### src/rtl/ahtm_pkg.sv
package ahtm_pkg;

    localparam int DEF_NUM_BUCKETS = 8;

    localparam int REQ_W    = 2;
    localparam int SAMPLE_W = 32;
    localparam int SUM_W    = 32;
    localparam int CNT_W    = 8;
    localparam int SHIFT_W  = 5;
    localparam int SPAN_W   = 3;

    localparam logic [SHIFT_W-1:0] MAX_SHIFT = 5'd31;

    localparam logic [REQ_W-1:0] REQ_ADD    = 2'd0;
    localparam logic [REQ_W-1:0] REQ_REPORT = 2'd1;
    localparam logic [REQ_W-1:0] REQ_CLEAR  = 2'd2;

    // reciprocal scale for the threshold divide
    localparam int RECIP_SHIFT = 16;
    localparam int RECIP_W     = 17;

    typedef enum logic [3:0] {
        S_IDLE,
        S_POS,
        S_FIT,
        S_UP_A,
        S_UP_B,
        S_UP_W,
        S_LO_A,
        S_LO_B,
        S_LO_W,
        S_FIN,
        S_TOT,
        S_TH,
        S_ST,
        S_EN,
        S_SUM,
        S_OUT
    } t_state;

    typedef struct packed {
        logic wr_en;
        logic clr_all;
        logic clr_rng;
    } t_store_ctl;

endpackage

### src/rtl/ahtm_bucket_store.sv
module ahtm_bucket_store #(
    parameter int NUM_BUCKETS = ahtm_pkg::DEF_NUM_BUCKETS,
    parameter int IW          = $clog2(NUM_BUCKETS),
    parameter int EW          = $clog2(NUM_BUCKETS + 1)
) (
    input  logic                         i_clk,
    input  logic                         i_rst_n,
    input  ahtm_pkg::t_store_ctl         i_ctl,
    input  logic [IW-1:0]                i_rd_idx,
    output logic [ahtm_pkg::SUM_W-1:0]   o_rd_sum,
    output logic [ahtm_pkg::CNT_W-1:0]   o_rd_cnt,
    input  logic [IW-1:0]                i_wr_idx,
    input  logic [ahtm_pkg::SUM_W-1:0]   i_wr_sum,
    input  logic [ahtm_pkg::CNT_W-1:0]   i_wr_cnt,
    input  logic [EW-1:0]                i_clr_lo,
    input  logic [EW-1:0]                i_clr_hi
);

    logic [ahtm_pkg::SUM_W-1:0] r_sum [NUM_BUCKETS];
    logic [ahtm_pkg::CNT_W-1:0] r_cnt [NUM_BUCKETS];

    assign o_rd_sum = r_sum[i_rd_idx];
    assign o_rd_cnt = r_cnt[i_rd_idx];

    always_ff @(posedge i_clk) begin
        if (!i_rst_n) begin
            for (int k = 0; k < NUM_BUCKETS; k++) begin
                r_sum[k] <= '0;
                r_cnt[k] <= '0;
            end
        end else begin
            for (int k = 0; k < NUM_BUCKETS; k++) begin
                if (i_ctl.clr_all ||
                    (i_ctl.clr_rng && (EW'(k) >= i_clr_lo) && (EW'(k) < i_clr_hi))) begin
                    r_sum[k] <= '0;
                    r_cnt[k] <= '0;
                end else if (i_ctl.wr_en && (i_wr_idx == IW'(k))) begin
                    r_sum[k] <= i_wr_sum;
                    r_cnt[k] <= i_wr_cnt;
                end
            end
        end
    end

endmodule

### src/rtl/adaptive_histogram_trimmed_mean_unit.sv
// add: position and fit check plus one deflate pass per width doubling, each
//   pass going through the single bucket read port
// report: total, start and end scans, then the run sum
// clear, unused codes: stay in idle; one item at a time, ready only when idle
// synchronous active-low reset empties the buckets, zeroes base, shift, edges
// and min_shift
module adaptive_histogram_trimmed_mean_unit #(
    parameter int NUM_BUCKETS = ahtm_pkg::DEF_NUM_BUCKETS
) (
    input  logic                            i_clk,
    input  logic                            i_rst_n,
    input  logic                            i_cfg_valid,
    output logic                            o_cfg_ready,
    input  logic [ahtm_pkg::SHIFT_W-1:0]    i_cfg_data,
    input  logic                            i_in_valid,
    output logic                            o_in_ready,
    input  logic [ahtm_pkg::REQ_W-1:0]      i_req_type,
    input  logic [ahtm_pkg::SAMPLE_W-1:0]   i_sample,
    output logic                            o_out_valid,
    input  logic                            i_out_ready,
    output logic [ahtm_pkg::SUM_W-1:0]      o_kept_sum,
    output logic [ahtm_pkg::CNT_W-1:0]      o_kept_count,
    output logic [ahtm_pkg::CNT_W-1:0]      o_total_count,
    output logic [ahtm_pkg::SPAN_W-1:0]     o_span_buckets,
    output logic [ahtm_pkg::SHIFT_W-1:0]    o_width_shift
);

    localparam int IW = $clog2(NUM_BUCKETS);
    localparam int EW = $clog2(NUM_BUCKETS + 1);
    localparam int SW = ahtm_pkg::SUM_W;
    localparam int CW = ahtm_pkg::CNT_W;
    localparam int HW = ahtm_pkg::SHIFT_W;
    localparam int PW = ahtm_pkg::RECIP_W + CW;
    localparam int RECIP = (2 ** ahtm_pkg::RECIP_SHIFT + NUM_BUCKETS - 1) / NUM_BUCKETS;

    localparam logic [EW-1:0] N_E    = EW'(NUM_BUCKETS);
    localparam logic [EW-1:0] N_E1   = EW'(NUM_BUCKETS - 1);
    localparam logic [IW-1:0] N_I1   = IW'(NUM_BUCKETS - 1);
    localparam logic [ahtm_pkg::RECIP_W-1:0] RECIP_C = ahtm_pkg::RECIP_W'(RECIP);

    ahtm_pkg::t_state r_state, n_state;

    logic [SW-1:0] r_base, n_base;
    logic [HW-1:0] r_shift, n_shift;
    logic [EW-1:0] r_upper, n_upper;
    logic [EW-1:0] r_lower, n_lower;
    logic [HW-1:0] r_min_shift, n_min_shift;
    logic          r_out_valid, n_out_valid;

    logic [SW-1:0] r_sample, n_sample;
    logic [SW-1:0] r_pos, n_pos;
    logic [SW-1:0] r_acc_sum, n_acc_sum;
    logic [CW-1:0] r_acc_cnt, n_acc_cnt;
    logic [CW-1:0] r_total, n_total;
    logic [CW-1:0] r_th, n_th;
    logic [EW-1:0] r_p, n_p;
    logic [IW-1:0] r_w, n_w;
    logic          r_phase, n_phase;
    logic [IW-1:0] r_s, n_s;
    logic [EW-1:0] r_e, n_e;
    logic          r_wrap, n_wrap;
    logic [ahtm_pkg::SPAN_W-1:0] r_span, n_span;
    logic [SW-1:0] r_o_sum, n_o_sum;
    logic [CW-1:0] r_o_cnt, n_o_cnt;
    logic [CW-1:0] r_o_total, n_o_total;
    logic [ahtm_pkg::SPAN_W-1:0] r_o_span, n_o_span;
    logic [HW-1:0] r_o_shift, n_o_shift;

    ahtm_pkg::t_store_ctl st_ctl;
    logic [IW-1:0] rd_idx;
    logic [IW-1:0] wr_idx;
    logic [SW-1:0] wr_sum;
    logic [CW-1:0] wr_cnt;
    logic [EW-1:0] clr_lo;
    logic [EW-1:0] clr_hi;
    logic [SW-1:0] rd_sum;
    logic [CW-1:0] rd_cnt;

    logic          in_xfer;
    logic [SW-1:0] diff;
    logic [SW:0]   pos_wrap;
    logic          fit_neg;
    logic          fit_pos;
    logic [IW-1:0] fit_idx;
    logic [EW:0]   up_half;
    logic [EW:0]   lo_half;
    logic [PW-1:0] th_prod;
    logic          cnt_hit;
    logic          out_load;
    logic [EW-1:0] e_sel;
    logic [EW:0]   span_full;

    ahtm_bucket_store #(
        .NUM_BUCKETS (NUM_BUCKETS),
        .IW          (IW),
        .EW          (EW)
    ) u_store (
        .i_clk    (i_clk),
        .i_rst_n  (i_rst_n),
        .i_ctl    (st_ctl),
        .i_rd_idx (rd_idx),
        .o_rd_sum (rd_sum),
        .o_rd_cnt (rd_cnt),
        .i_wr_idx (wr_idx),
        .i_wr_sum (wr_sum),
        .i_wr_cnt (wr_cnt),
        .i_clr_lo (clr_lo),
        .i_clr_hi (clr_hi)
    );

    assign in_xfer  = i_in_valid && o_in_ready;
    assign diff     = r_sample - r_base;
    assign pos_wrap = {r_pos[SW-1], r_pos} + (SW+1)'(NUM_BUCKETS);
    assign fit_neg  = r_pos[SW-1] && !pos_wrap[SW] && (pos_wrap[SW-1:0] >= SW'(r_upper));
    assign fit_pos  = !r_pos[SW-1] && (r_pos < SW'(r_lower));
    assign fit_idx  = r_pos[SW-1] ? pos_wrap[IW-1:0] : r_pos[IW-1:0];
    assign up_half  = ({1'b0, r_upper} + (EW+1)'(1)) >> 1;
    assign lo_half  = ({1'b0, N_E} + {1'b0, r_lower}) >> 1;
    assign th_prod  = PW'(r_total) * PW'(RECIP_C);
    assign cnt_hit  = (rd_cnt >= r_th);
    assign out_load = (r_state == ahtm_pkg::S_OUT) && (!r_out_valid || i_out_ready);

    // next state
    always_comb begin
        n_state = r_state;
        unique case (r_state)
            ahtm_pkg::S_IDLE: begin
                if (in_xfer) begin
                    case (i_req_type)
                        ahtm_pkg::REQ_ADD:    n_state = ahtm_pkg::S_POS;
                        ahtm_pkg::REQ_REPORT: n_state = ahtm_pkg::S_TOT;
                        default:              n_state = ahtm_pkg::S_IDLE;
                    endcase
                end
            end
            ahtm_pkg::S_POS: n_state = ahtm_pkg::S_FIT;
            ahtm_pkg::S_FIT: begin
                n_state = (fit_neg || fit_pos) ? ahtm_pkg::S_IDLE : ahtm_pkg::S_UP_A;
            end
            ahtm_pkg::S_UP_A: begin
                if (r_p < r_upper) begin
                    n_state = (r_p + EW'(1) < r_upper) ? ahtm_pkg::S_UP_B : ahtm_pkg::S_UP_W;
                end else begin
                    n_state = ahtm_pkg::S_LO_A;
                end
            end
            ahtm_pkg::S_UP_B: n_state = ahtm_pkg::S_UP_A;
            ahtm_pkg::S_UP_W: n_state = ahtm_pkg::S_LO_A;
            ahtm_pkg::S_LO_A: begin
                if (r_p > r_lower) begin
                    n_state = ahtm_pkg::S_LO_B;
                end else begin
                    n_state = r_lower[0] ? ahtm_pkg::S_LO_W : ahtm_pkg::S_FIN;
                end
            end
            ahtm_pkg::S_LO_B: n_state = ahtm_pkg::S_LO_A;
            ahtm_pkg::S_LO_W: n_state = ahtm_pkg::S_FIN;
            ahtm_pkg::S_FIN:  n_state = ahtm_pkg::S_POS;
            ahtm_pkg::S_TOT: begin
                if (r_p == N_E1) begin
                    n_state = ahtm_pkg::S_TH;
                end
            end
            ahtm_pkg::S_TH: n_state = ahtm_pkg::S_ST;
            ahtm_pkg::S_ST: begin
                if (cnt_hit || (r_p == N_E1 && r_phase)) begin
                    n_state = ahtm_pkg::S_EN;
                end
            end
            ahtm_pkg::S_EN: begin
                if (cnt_hit || (r_p == EW'(1) && r_phase)) begin
                    n_state = ahtm_pkg::S_SUM;
                end
            end
            ahtm_pkg::S_SUM: begin
                if (!(r_wrap || r_p < r_e)) begin
                    n_state = ahtm_pkg::S_OUT;
                end
            end
            ahtm_pkg::S_OUT: begin
                if (out_load) begin
                    n_state = ahtm_pkg::S_IDLE;
                end
            end
            default: n_state = ahtm_pkg::S_IDLE;
        endcase
    end

    // datapath and store control
    always_comb begin
        n_base      = r_base;
        n_shift     = r_shift;
        n_upper     = r_upper;
        n_lower     = r_lower;
        n_min_shift = r_min_shift;
        n_sample    = r_sample;
        n_pos       = r_pos;
        n_acc_sum   = r_acc_sum;
        n_acc_cnt   = r_acc_cnt;
        n_total     = r_total;
        n_th        = r_th;
        n_p         = r_p;
        n_w         = r_w;
        n_phase     = r_phase;
        n_s         = r_s;
        n_e         = r_e;
        n_wrap      = r_wrap;
        n_span      = r_span;
        n_o_sum     = r_o_sum;
        n_o_cnt     = r_o_cnt;
        n_o_total   = r_o_total;
        n_o_span    = r_o_span;
        n_o_shift   = r_o_shift;
        n_out_valid = r_out_valid && !i_out_ready;
        st_ctl      = '0;
        rd_idx      = r_p[IW-1:0];
        wr_idx      = '0;
        wr_sum      = '0;
        wr_cnt      = '0;
        clr_lo      = '0;
        clr_hi      = '0;
        e_sel       = r_p;
        span_full   = '0;
        o_in_ready  = 1'b0;
        o_cfg_ready = 1'b1;

        if (i_cfg_valid) begin
            n_min_shift = i_cfg_data;
        end

        unique case (r_state)
            ahtm_pkg::S_IDLE: begin
                o_in_ready = 1'b1;
                if (in_xfer) begin
                    case (i_req_type)
                        ahtm_pkg::REQ_ADD: begin
                            n_sample = i_sample;
                            if (r_upper == '0) begin
                                n_shift = r_min_shift;
                                n_base  = i_sample;
                                n_upper = EW'(1);
                                n_lower = N_E;
                            end
                        end
                        ahtm_pkg::REQ_REPORT: begin
                            n_total = '0;
                            n_p     = '0;
                        end
                        ahtm_pkg::REQ_CLEAR: begin
                            st_ctl.clr_all = 1'b1;
                            n_shift = '0;
                            n_upper = '0;
                            n_lower = '0;
                        end
                        default: begin
                        end
                    endcase
                end
            end
            ahtm_pkg::S_POS: begin
                n_pos = $unsigned($signed(diff) >>> r_shift);
            end
            ahtm_pkg::S_FIT: begin
                rd_idx = fit_idx;
                if (fit_neg || fit_pos) begin
                    st_ctl.wr_en = 1'b1;
                    wr_idx = fit_idx;
                    wr_sum = rd_sum + r_sample;
                    wr_cnt = rd_cnt + CW'(1);
                    if (fit_neg && (EW'(fit_idx) < r_lower)) begin
                        n_lower = EW'(fit_idx);
                    end
                    if (fit_pos && (EW'(fit_idx) >= r_upper)) begin
                        n_upper = EW'(fit_idx) + EW'(1);
                    end
                end else begin
                    n_p = '0;
                end
            end
            ahtm_pkg::S_UP_A: begin
                rd_idx = r_p[IW-1:0];
                if (r_p < r_upper) begin
                    n_acc_sum = rd_sum;
                    n_acc_cnt = rd_cnt;
                end else begin
                    n_p = N_E1;
                    n_w = N_I1;
                end
            end
            ahtm_pkg::S_UP_B: begin
                rd_idx = IW'(r_p + EW'(1));
                st_ctl.wr_en = 1'b1;
                wr_idx = IW'(r_p >> 1);
                wr_sum = r_acc_sum + rd_sum;
                wr_cnt = r_acc_cnt + rd_cnt;
                n_p = r_p + EW'(2);
            end
            ahtm_pkg::S_UP_W: begin
                st_ctl.wr_en = 1'b1;
                wr_idx = IW'(r_p >> 1);
                wr_sum = r_acc_sum;
                wr_cnt = r_acc_cnt;
                n_p = N_E1;
                n_w = N_I1;
            end
            ahtm_pkg::S_LO_A: begin
                rd_idx = IW'(r_p - EW'(1));
                n_acc_sum = rd_sum;
                n_acc_cnt = rd_cnt;
            end
            ahtm_pkg::S_LO_B: begin
                rd_idx = r_p[IW-1:0];
                st_ctl.wr_en = 1'b1;
                wr_idx = r_w;
                wr_sum = r_acc_sum + rd_sum;
                wr_cnt = r_acc_cnt + rd_cnt;
                n_p = r_p - EW'(2);
                n_w = r_w - IW'(1);
            end
            ahtm_pkg::S_LO_W: begin
                rd_idx = r_lower[IW-1:0];
                st_ctl.wr_en = 1'b1;
                wr_idx = IW'(lo_half);
                wr_sum = rd_sum;
                wr_cnt = rd_cnt;
            end
            ahtm_pkg::S_FIN: begin
                st_ctl.clr_rng = 1'b1;
                clr_lo  = EW'(up_half);
                clr_hi  = EW'(lo_half);
                n_upper = EW'(up_half);
                n_lower = EW'(lo_half);
                if (r_shift != ahtm_pkg::MAX_SHIFT) begin
                    n_shift = r_shift + HW'(1);
                end
            end
            ahtm_pkg::S_TOT: begin
                rd_idx  = r_p[IW-1:0];
                n_total = r_total + rd_cnt;
                n_p     = r_p + EW'(1);
            end
            ahtm_pkg::S_TH: begin
                n_th = th_prod[ahtm_pkg::RECIP_SHIFT +: CW];
                if (r_lower == N_E) begin
                    n_p     = '0;
                    n_phase = 1'b1;
                end else begin
                    n_p     = r_lower;
                    n_phase = 1'b0;
                end
            end
            ahtm_pkg::S_ST: begin
                rd_idx = r_p[IW-1:0];
                if (cnt_hit || (r_p == N_E1 && r_phase)) begin
                    n_s     = cnt_hit ? r_p[IW-1:0] : '0;
                    n_p     = (r_upper == '0) ? N_E : r_upper;
                    n_phase = (r_upper == '0);
                end else if (r_p == N_E1) begin
                    n_p     = '0;
                    n_phase = 1'b1;
                end else begin
                    n_p = r_p + EW'(1);
                end
            end
            ahtm_pkg::S_EN: begin
                rd_idx = IW'(r_p - EW'(1));
                e_sel  = cnt_hit ? r_p : N_E;
                if (cnt_hit || (r_p == EW'(1) && r_phase)) begin
                    n_e       = e_sel;
                    n_wrap    = (e_sel <= EW'(r_s));
                    span_full = {1'b0, e_sel}
                              + ((e_sel <= EW'(r_s)) ? {1'b0, N_E} : '0)
                              - (EW+1)'(r_s) - (EW+1)'(1);
                    n_span    = span_full[ahtm_pkg::SPAN_W-1:0];
                    n_p       = EW'(r_s);
                    n_acc_sum = '0;
                    n_acc_cnt = '0;
                end else if (r_p == EW'(1)) begin
                    n_p     = N_E;
                    n_phase = 1'b1;
                end else begin
                    n_p = r_p - EW'(1);
                end
            end
            ahtm_pkg::S_SUM: begin
                rd_idx = r_p[IW-1:0];
                if (r_wrap || r_p < r_e) begin
                    n_acc_sum = r_acc_sum + rd_sum;
                    n_acc_cnt = r_acc_cnt + rd_cnt;
                    if (r_wrap && r_p == N_E1) begin
                        n_p    = '0;
                        n_wrap = 1'b0;
                    end else begin
                        n_p = r_p + EW'(1);
                    end
                end
            end
            ahtm_pkg::S_OUT: begin
                if (out_load) begin
                    n_out_valid = 1'b1;
                    n_o_sum     = r_acc_sum;
                    n_o_cnt     = r_acc_cnt;
                    n_o_total   = r_total;
                    n_o_span    = r_span;
                    n_o_shift   = r_shift;
                end
            end
            default: begin
            end
        endcase
    end

    always_ff @(posedge i_clk) begin
        if (!i_rst_n) begin
            r_state     <= ahtm_pkg::S_IDLE;
            r_base      <= '0;
            r_shift     <= '0;
            r_upper     <= '0;
            r_lower     <= '0;
            r_min_shift <= '0;
            r_out_valid <= 1'b0;
        end else begin
            r_state     <= n_state;
            r_base      <= n_base;
            r_shift     <= n_shift;
            r_upper     <= n_upper;
            r_lower     <= n_lower;
            r_min_shift <= n_min_shift;
            r_out_valid <= n_out_valid;
        end
    end

    always_ff @(posedge i_clk) begin
        r_sample  <= n_sample;
        r_pos     <= n_pos;
        r_acc_sum <= n_acc_sum;
        r_acc_cnt <= n_acc_cnt;
        r_total   <= n_total;
        r_th      <= n_th;
        r_p       <= n_p;
        r_w       <= n_w;
        r_phase   <= n_phase;
        r_s       <= n_s;
        r_e       <= n_e;
        r_wrap    <= n_wrap;
        r_span    <= n_span;
        r_o_sum   <= n_o_sum;
        r_o_cnt   <= n_o_cnt;
        r_o_total <= n_o_total;
        r_o_span  <= n_o_span;
        r_o_shift <= n_o_shift;
    end

    assign o_out_valid    = r_out_valid;
    assign o_kept_sum     = r_o_sum;
    assign o_kept_count   = r_o_cnt;
    assign o_total_count  = r_o_total;
    assign o_span_buckets = r_o_span;
    assign o_width_shift  = r_o_shift;

    // edges stay ordered once the store holds samples
    a_edge_order: assert property (@(posedge i_clk) disable iff (!i_rst_n)
        (r_state == ahtm_pkg::S_IDLE && r_upper != '0) |-> (r_upper <= r_lower))
        else $error("upper edge beyond lower edge");

    // the fit check only runs on a non-empty ring
    a_fit_nonempty: assert property (@(posedge i_clk) disable iff (!i_rst_n)
        (r_state == ahtm_pkg::S_FIT) |-> (r_upper != '0 && r_lower != '0))
        else $error("fit check on empty ring");

    // run sum pointer never passes the run end
    a_sum_bound: assert property (@(posedge i_clk) disable iff (!i_rst_n)
        (r_state == ahtm_pkg::S_SUM) |-> (r_e != '0 && (r_wrap || r_p <= r_e)))
        else $error("run sum pointer out of range");

    // a result is only loaded when the output register is free or draining
    a_out_load: assert property (@(posedge i_clk) disable iff (!i_rst_n)
        (r_state == ahtm_pkg::S_OUT && r_out_valid && !i_out_ready)
        |=> (r_state == ahtm_pkg::S_OUT))
        else $error("result overwritten before transfer");

endmodule

### config.mk
export PLATFORM = sky130hd
export DESIGN_NAME = adaptive_histogram_trimmed_mean_unit
export DESIGN_NICKNAME = d
export VERILOG_FILES = /design/src/rtl/ahtm_pkg.sv /design/src/rtl/ahtm_bucket_store.sv /design/src/rtl/adaptive_histogram_trimmed_mean_unit.sv
export SDC_FILE = /design/constraint.sdc
export NUM_CORES = 1
export LEC_CHECK = 0
export ABC_CLOCK_PERIOD_IN_PS = 22700
export BUFFER_PORTS_ARGS = -buffer_cell sky130_fd_sc_hd__buf_2
export CAP_MARGIN = 20
export CORE_MARGIN = 10
export CORE_UTILIZATION = 50
export DETAILED_ROUTE_END_ITERATION = 12
export GPL_TIMING_DRIVEN = 0
export PLACE_DENSITY = 0.76
export SLEW_MARGIN = 30
export SYNTH_ARGS = -nofsm -noshare
export SYNTH_HDL_FRONTEND = slang
export SYNTH_HIERARCHICAL = 1
export SYNTH_SLANG_ARGS = --single-unit
### constraint.sdc
create_clock -name i_clk -period 22.7 [get_ports i_clk]
set_input_delay 3.405 -clock i_clk [delete_from_list [all_inputs] [get_ports i_clk]]
set_output_delay 3.405 -clock i_clk [all_outputs]
set_load 0.02 [all_outputs]
==> results.cfg <==
[drt]
ant_nets = 0
drt_iter0_markers = 3829
drtPass1Iterations = 8
wl_per_cell_um = 25.5
drc = 0
wl_mm = 105
via_per_inst = 6.46
vias = 26700

[logic_synthesis]
synth.area.top_cells = edfxtp_1, mux4_2, ha_1
synth.most_common_cell = edfxtp_1
synth.distinct_cells = 99
syn-cell-area_mm2 = 0.0339
ys_seq_elements = 567
syn-num-nets = 3199
syn_avg_cell_area_um2 = 11.3
synth_top_area_share_pct = 45.3
yosys_warnings = 6
synth_common_cells = edfxtp_1, and2_1, nand2_1, a21oi_1, nor2_1
ys_seq_area_share_pct = 48.6
synthFlopType = edfxtp_1
synth-edff-count = 512
syn_inst = 3000
async_reset_ff_share_pct = 0
yosysTopAreaCell = edfxtp_1

[global_routing]
antenna_found_initial = 4
grt_pass1_wl_mm = 158
grt_pass1_vias = 25400
grt_max_degree = 45
gr-total-overflow = 0
track_usage_pct = 26.2

[min_path]
min_path_cells = 0
min_path_type = reg -> reg
holdPathEnd = o_span_buckets[0]$_DFFE_PP_
hold_start = r_span[0]$_DFFE_PP_

[clock_network]
cts_tree = done
cts_made_buffers = 59
clock_latency_ns = 0.66
cts.sinks = 567
cts_buffer_depth = 3
post_cts_resized = 0
root_buffer = clkbuf_16
cts_hold_buf = 0
post_cts_buffers = 0
htreeDepth = 2
clk_pin_slew_ns = 0.06

[sta]
finalMaxSlewViolations = 0
hold_viol = 0
fmax_mhz = 112
setup_viol = 0
finalSetupTns_ns = 0
slew_headroom_pct = 32.9
rsz0062_at_grt = no
worst_slack_ns = 13.78
holdWs_ns = 0.421
period_share_pct = 39.3
tightest_slew_ns = 1.00
fin_skew_ns = 0.0327
post-route-min-period_ns = 8.92

[place]
post-dp-hpwl_mm = 78.3
gp_congestion = 0.989
pre_cts_slack_ns = 14.11
numPortBuffers = 100

[pwr]
total_power_mw = 6.23
p_leak_nw = 14.5
ir_drop_mv = 0.101
power_density_mw_per_mm2 = 164

[floorplan]
initial_core_util_pct = 50.5
die-area_mm2 = 0.0786
coreArea_mm2 = 0.0672
die_height_um = 280
io_pins = 103
fp.dieW_um = 280
rows = 95

[run]
maxCapViolCount = 0

[status]
outcome = completed

[final_layout]
area_growth_pct = 11.8
antenna_cells = 0
post-route-util_pct = 56.4
nNetsFinal = 3415
drive_above_1_share_pct = 15.4

[critical_path]
reg2reg_to = u_store/r_sum[2][30]$_SDFFCE_PN0P_
r2r_slack_ns = 13.78
end_kind = register
worstSetupPathType = reg -> reg
critical_path_arrival_ns = 9.27
r2r_cells = 24
required_ns = 23.05
cp_max_fo = 10
r2r-start = r_state[3]$_SDFFE_PN0P_
crit_path_start_kind = register
[final cells by class]
class                      count  area, um2
clock buffer                  70       1560
buffer                       168        712
sequential                   567      16500
multi-input combinational   2153      16400
fill                        5607      29300
clock inverter                42        284
inverter                     112        420
timing repair buffer         155        951
tap                          873       1090
[logic make-up after synthesis]
logic type	synth area share, %
other	0.0111
multiplexers	9.21
XOR/XNOR	3.09
flip-flops	48.6
AND/OR/NAND/NOR	15.2
adder cells (fa/ha/maj)	5.87
buffers and inverters	3.34
AO/OA/AOI/OAI	14.7
[sequential cells by signal (all words and copies together) (netlist names), 32 cells and up]
name,count
o_kept_sum,32
r_acc_sum,32
r_base,32
r_pos,32
r_sample,32
u_store/r_cnt,64
u_store/r_sum,256
[layer usage]
metal  routed length (um)  GRT usage (%)
met1                43000           36.5
met2                46700           40.0
met3                12200           5.94
met4                 3510           8.67
met5                   23              0
[where the power goes]
part | total [mW] | internal (mW) | switching [mW] | leakage, nW
sequential | 1.48 | 1.37 | 0.110 | 5.53
combinational | 3.83 | 1.51 | 2.32 | 8.08
clock | 0.921 | 0.494 | 0.426 | 0.897
total | 6.23 | 3.37 | 2.85 | 14.5
[metrics by stage]
stage | instances | cell area (um2)
floorplan | 3000 | 33900
global placement | 3973 | 35500
detailed placement | 4028 | 36000
CTS | 4140 | 37900
global route | 4140 | 37900
finish | 4140 | 37900
[cell usage in the layout, fill, tap and decap left out, types with 101 or more instances in the layout]
cell type  count
clkbuf_1     122
nor2_1       153
and2_1       250
o21ai_0      101
ha_1         148
inv_1        106
nand2_1      244
a21oi_1      164
edfxtp_1     512
buf_2        153
[how the worst max path moves through the flow]
| stage | startpoint | to | slack, ns | cells past startpoint |
|---|---|---|---|---|
| after global placement | r_pos[13]$_DFFE_PP_ | u_store/r_sum[2][9]$_SDFFCE_PN0P_ | 9.32 | 13 |
| final | r_state[3]$_SDFFE_PN0P_ | u_store/r_sum[2][30]$_SDFFCE_PN0P_ | 13.78 | 24 |
| after detailed placement | r_state[3]$_SDFFE_PN0P_ | u_store/r_sum[2][30]$_SDFFCE_PN0P_ | 14.11 | 24 |
| after CTS | r_state[3]$_SDFFE_PN0P_ | u_store/r_sum[2][30]$_SDFFCE_PN0P_ | 14.06 | 24 |
| after global routing | r_state[3]$_SDFFE_PN0P_ | u_store/r_sum[2][30]$_SDFFCE_PN0P_ | 13.64 | 24 |
| after floorplan | r_pos[7]$_DFFE_PP_ | u_store/r_cnt[2][0]$_SDFFCE_PN0P_ | 14.59 | 15 |
[worst max-delay path: stages, from the launching register on]
cell and delay (ns):
dfxtp_1 0.46, clkbuf_1 0.41, nand2b_1 0.25, nor3_1 0.76, clkbuf_1 0.71, nand2_1 0.11
o2111ai_1 0.20, clkbuf_1 0.59, buf_2 0.48, mux4_2 0.56, mux2_2 0.35, ha_1 0.26
fa_1 0.44, a211oi_1 0.29, nor2_1 0.16, o31ai_4 0.32, o311ai_2 0.19, a31o_1 0.31
a41o_1 0.29, a31o_1 0.26, o31ai_2 0.27, xnor2_1 0.11, a222oi_1 0.30, nand2_1 0.28
nor4b_1 0.23
(Power assumes the default switching activity.)
